$ cat config.mk
export PLATFORM = sky130hd
export DESIGN_NAME = bptc_wide_mul
export DESIGN_NICKNAME = d
export VERILOG_FILES = /design/src/baro_pressure_temperature_compensation_macros.svh /design/src/bptc_pkg.sv /design/src/bptc_wide_mul.sv
export SDC_FILE = /design/constraint.sdc
export NUM_CORES = 2
export LEC_CHECK = 0
export BUFFER_PORTS_ARGS = -buffer_cell sky130_fd_sc_hd__buf_2
export CORE_MARGIN = 4
export CORE_UTILIZATION = 66
export DETAILED_ROUTE_END_ITERATION = 12
export PLACE_DENSITY = 0.91
export SLEW_MARGIN = 40
export SYNTH_ARGS = -nofsm -noshare
export SYNTH_HDL_FRONTEND = slang
export SYNTH_SLANG_ARGS = --single-unit
$ cat constraint.sdc
create_clock -name i_clk -period 7.6 [get_ports i_clk]
set_input_delay 0 -clock i_clk [delete_from_list [all_inputs] [get_ports i_clk]]
set_output_delay 0 -clock i_clk [all_outputs]
set_load 0.01 [all_outputs]
$ cat src/baro_pressure_temperature_compensation_macros.svh
// assertion macros shared by the compensation block
`ifndef BARO_PRESSURE_TEMPERATURE_COMPENSATION_MACROS_SVH
`define BARO_PRESSURE_TEMPERATURE_COMPENSATION_MACROS_SVH

// same-cycle implication, disabled while reset is asserted
`define BPTC_ASSERT_IMP(lbl, clk, rst_n, ante, cons) \
    lbl: assert property (@(posedge clk) disable iff (!rst_n) (ante) |-> (cons)) \
        else $error("bptc: implication check failed");

// next-cycle implication, disabled while reset is asserted
`define BPTC_ASSERT_NEXT(lbl, clk, rst_n, ante, cons) \
    lbl: assert property (@(posedge clk) disable iff (!rst_n) (ante) |=> (cons)) \
        else $error("bptc: next-cycle check failed");

`endif

$ cat src/bptc_pkg.sv
// widths, register indexes and constants for the pressure compensation block
`timescale 1ns / 1ps

package bptc_pkg;

    // field widths
    localparam int RawW    = 24;
    localparam int CoefW   = 16;
    localparam int TempW   = 19;
    localparam int PresW   = 28;
    localparam int CfgIdxW = 3;

    // internal datapath widths
    localparam int DtW    = 25;   // raw temperature minus reference
    localparam int PrW    = 42;   // dt times a coefficient
    localparam int SqW    = 48;   // dt squared, non-negative
    localparam int AW     = 36;   // squared temperature offsets
    localparam int CorrW  = 40;   // second-order corrections
    localparam int SensW  = 40;   // sensitivity
    localparam int OffW   = 40;   // offset
    localparam int MulW   = 64;   // raw pressure times sensitivity
    localparam int XW     = 43;   // product over 2^21
    localparam int YW     = 44;   // minus offset
    localparam int PW     = 29;   // over 2^15, before saturation
    localparam int SplitW = 20;   // low slice of the sensitivity in the split multiply

    // pipeline depth from the request edge to the result sample edge
    localparam int Latency = 12;

    // register indexes
    localparam logic [CfgIdxW-1:0] REG_C1 = 3'd0;
    localparam logic [CfgIdxW-1:0] REG_C2 = 3'd1;
    localparam logic [CfgIdxW-1:0] REG_C3 = 3'd2;
    localparam logic [CfgIdxW-1:0] REG_C4 = 3'd3;
    localparam logic [CfgIdxW-1:0] REG_C5 = 3'd4;
    localparam logic [CfgIdxW-1:0] REG_C6 = 3'd5;

    // temperature reference points in hundredths of a degree
    localparam logic signed [TempW-1:0] TempRef  = 19'sd2000;
    localparam logic signed [TempW-1:0] ColdDist = 19'sd3500;   // 20.00 C down to -15.00 C

endpackage

$ cat src/bptc_wide_mul.sv
// two-stage split multiplier: unsigned raw pressure times signed sensitivity
`timescale 1ns / 1ps

module bptc_wide_mul
    import bptc_pkg::*;
(
    input  logic                     i_clk,
    input  logic                     i_rst_n,
    input  logic                     i_valid,
    input  logic        [RawW-1:0]   i_a,
    input  logic signed [SensW-1:0]  i_b,
    output logic                     o_valid,
    output logic signed [MulW-1:0]   o_prod
);

    logic                                       r_pp_vld;
    logic        [RawW+SplitW-1:0]              r_pp_lo;
    logic signed [RawW+1+SensW-SplitW-1:0]      r_pp_hi;
    logic                                       r_vld;
    logic signed [MulW-1:0]                     r_prod;

    logic        [RawW+SplitW-1:0]              n_pp_lo;
    logic signed [RawW+1+SensW-SplitW-1:0]      n_pp_hi;
    logic signed [MulW-1:0]                     n_prod;

    // partial products over the low and high slices of the sensitivity
    assign n_pp_lo = (RawW+SplitW)'(i_a) * (RawW+SplitW)'(i_b[SplitW-1:0]);
    assign n_pp_hi = $signed({1'b0, i_a}) * $signed(i_b[SensW-1:SplitW]);

    // recombine the slices
    assign n_prod = (MulW'(r_pp_hi) <<< SplitW) + $signed(MulW'(r_pp_lo));

    // valid chain
    always_ff @(posedge i_clk) begin
        if (!i_rst_n) begin
            r_pp_vld <= 1'b0;
            r_vld    <= 1'b0;
        end else begin
            r_pp_vld <= i_valid;
            r_vld    <= r_pp_vld;
        end
    end

    // payload
    always_ff @(posedge i_clk) begin
        r_pp_lo <= n_pp_lo;
        r_pp_hi <= n_pp_hi;
        r_prod  <= n_prod;
    end

    assign o_valid = r_vld;
    assign o_prod  = r_prod;

endmodule

==> reports/summary.md <==
The flow ran to the end, and the final reports show no timing, DRC or antenna violations. The most common cell in the synthesized netlist is inv_1. The pin slew with the least headroom to its limit was 822 ps.

The gate count after technology mapping is 4065, and the met3 global-route usage is 0.0687. Yosys printed 0 warnings. The tools report the number of buffers created by CTS as 17.

In the post-synthesis netlist, the biggest area contributors are fa_1 (43%), ha_1 (12%), inv_1 (9.1%). The biggest area contributor in the post-synthesis netlist is fa_1. The endpoint type of the worst setup path was a flip-flop. The run gives 0 as the number of endpoints with negative hold slack in the final report.

The worst slew margin relative to its limit was 0.447; the number of violations of the max-capacitance limit was 0. Setup repair after global routing left no endpoint under its margin. The maximum fanout along the worst path was 32. The initial antenna violation count came out at 5. The width of the chip is 244 µm. After floorplanning, the core was divided into 86 placement rows.

Synthesis produced a netlist with a net count of 5271. Entering global routing, the biggest net connects 33 pins. The run gives 7080 ps as the critical path data arrival time.

The critical path in this run is classified as primary input to flip-flop. Using the TritonRoute via totals, the vias-per-cell ratio works out to 5.82. The tools report the post-synthesis cell type count as 66.

The CTS clock-pin slew for the worst setup and hold paths is 70 ps, and the final number of setup-violating endpoints is 0. The sort of element at the start of the critical path was a primary input. The total overflow left after global routing is 0. The number of enable flip-flop cells after synthesis works out to 0. The detail route stage leaves a number of antenna-violating nets equal to 0. The longest clock path from root to sink contains 2 buffers.

The finished layout holds 4831 standard cells, fillers aside. The portion of synthesized cell area occupied by the leading cell type was 0.429. The type of the tightest min-delay check is primary input to flip-flop.

The final max-slew violation count came out at 0. The tree is rooted in a clkbuf_16. Sequential element share of the synthesized area: 0.0841. The number of synthesized register bits was 154.

In this run the cell area of the synthesized design comes to 0.0366 mm². The floorplan step defined a core boundary enclosing 0.0550 mm². The die covers 0.0594 mm². The fill cell instance count of the final layout was 3804; the first-pass GRT wire length was 157000 µm. The met1 track utilization from global routing was 0.410. After detailed routing, the total wire length is 94800 µm. The run gives 76400 µm as the estimated wirelength of the detail-placed design.

The leading register cell type out of synthesis is dfxtp_1. After clock tree synthesis, the repair step resized 0 gates. The fraction of layout instances using a drive strength above 1 works out to 0.0549.

The tools report the effective utilization at floorplan as 0.666. By count the netlist is led by inv_1 (892), fa_1 (786), nand2_1 (541), and2_1 (483), ha_1 (353). The met2 global-route usage was 0.550. The layer flagged by global routing as most heavily used is met2. The logs give 0.335 for the global-route total usage across every layer and 12.8 ps for the largest clock skew in the final design.

The number of DRC markers after the initial detailed-route iteration was 2507. The H-tree depth reported by CTS came out at 4. First-pass iteration count of the detailed router: 7. For the worst-skew pair, the clock arrives at the later sink with an insertion delay of 500 ps.

The share of the clock period used by the worst path came out at 0.881. A synthesized cell averages 9.01 µm². Based on the critical path, the design can be clocked at up to 0.149 GHz. Pin placement for this block handled 132 I/O pins. The tools report the post-layout net count as 5271.

The number of placed instances, taps included, is 4791. At the worst endpoint, the required time is 7980 ps. The run gives 31.0k as the number of global-route vias before repair. Summed over all failing endpoints, the final setup total negative slack is 0 ps.

In the final layout, the multi-input gates occupy 0.0294 mm². The y dimension of the die works out to 244 µm. TritonCTS built the clock tree. The post-route minimum period is 6700 ps. The async set or reset register ratio after synthesis is 0. After detailed routing, the average wire length per cell comes to 19.6 µm.

The synthesis-to-layout area growth came out at 4.94%. Port buffering added 131 buffers. The tree built by TritonCTS fans out to 154 sinks. In the final layout, flip-flops and latches occupy 0.00308 mm². The total DRC errors in the routed layout is 0, and the total number of vias is 28.1k. The run gives 0.956 as the weighted congestion reported at the end of routability-driven placement.
placed cells by master, fill, tap and decap left out, types with 5 or more instances in the layout:
cell / count
o21a_1: 14
a21o_1: 52
xnor2_1: 82
fa_1: 786
nor3_1: 11
nand4_1: 21
and2_1: 483
buf_4: 48
o21ai_0: 65
dfxtp_1: 154
nor2b_1: 11
a211oi_1: 10
and3_1: 10
o21bai_1: 14
nor2_1: 67
inv_1: 892
clkbuf_16: 17
nor4_1: 5
o211ai_1: 8
xor2_1: 46
ha_1: 353
nand3_1: 22
nand2_1: 541
a21oi_1: 116
nand2b_1: 22
a31oi_1: 12
or2_2: 5
or3_1: 7
buf_2: 131
clkinv_8: 5
diode_2: 5
flip-flops by register name (all words and copies together), names as in the netlist:
signal / cells
o_prod: 64
r_pp_hi: 44
r_pp_lo: 44
o_valid: 1
r_pp_vld: 1
worst max-delay path, stage by stage:
cell and delay [ps]:
buf_2 620, nand2_1 190, fa_1 580, inv_1 50
fa_1 490, fa_1 570, fa_1 420, fa_1 460
fa_1 510, inv_1 50, fa_1 470, inv_1 40
ha_1 370, and3_4 240, nand2_2 60, or4_1 520
a2111o_1 500, a31o_1 300, or2_1 260, nand2_1 110
a31oi_1 110, xnor2_1 140
per-stage QoR:
step	util	setup WS [ps]	hold slack (ps)	cell area, µm²
floorplan	-	1200	122	36600
global placement	0.688	655	202	37800
detailed placement	0.688	457	205	37800
CTS	0.699	1010	36.9	38400
global route	0.699	627	60.4	38400
finish	0.699	903	57.4	38500
layout make-up:
type                       instances  share of cell area
tap                              748              0.0243
antenna                            5            0.000325
clock buffer                      17              0.0111
sequential                       154              0.0802
inverter                         892              0.0871
timing repair buffer             183              0.0277
multi-input combinational       2817               0.765
clock inverter                    15             0.00456
logic make-up (layout without fill, tap and decap cells):
| family | Yosys count | after routing | share of synthesized area |
|---|---|---|---|
| XOR/XNOR | 128 | 128 | 0.0306 |
| AO/OA/AOI/OAI | 329 | 329 | 0.0554 |
| other | 0 | 5 | 0 |
| flip-flops | 154 | 154 | 0.0841 |
| buffers and inverters | 1094 | 1107 | 0.113 |
| AND/OR/NAND/NOR | 1221 | 1221 | 0.167 |
| adder cells (fa/ha/maj) | 1139 | 1139 | 0.550 |
layer usage:
metal,wire length [µm],part of all wire
met1,32900,0.35
met2,45400,0.48
met3,9210,0.097
met4,7230,0.076
met5,31,0.00033
final timing paths:
| kind | cells past startpoint | slack, ps | endpoint | start |
|---|---|---|---|---|
| worst min register to register | 0 | 330 | o_prod[6] | r_pp_lo[6] |
| worst min-delay path | 2 | 60 | r_pp_lo[0] | i_b[0] |
| worst max register to register | 8 | 4170 | o_prod[55] | r_pp_hi[21] |
| worst max-delay path | 22 | 900 | r_pp_lo[40] | i_a[8] |
timing repair:
item	CTS	global route
buffers inserted	0	0
hold buffers	3	0
hold endpoints to repair	2	0
Power is left out: the tool's default activity adds up to more than one toggle a clock period on the data nets, which glitch-free logic cannot reach.
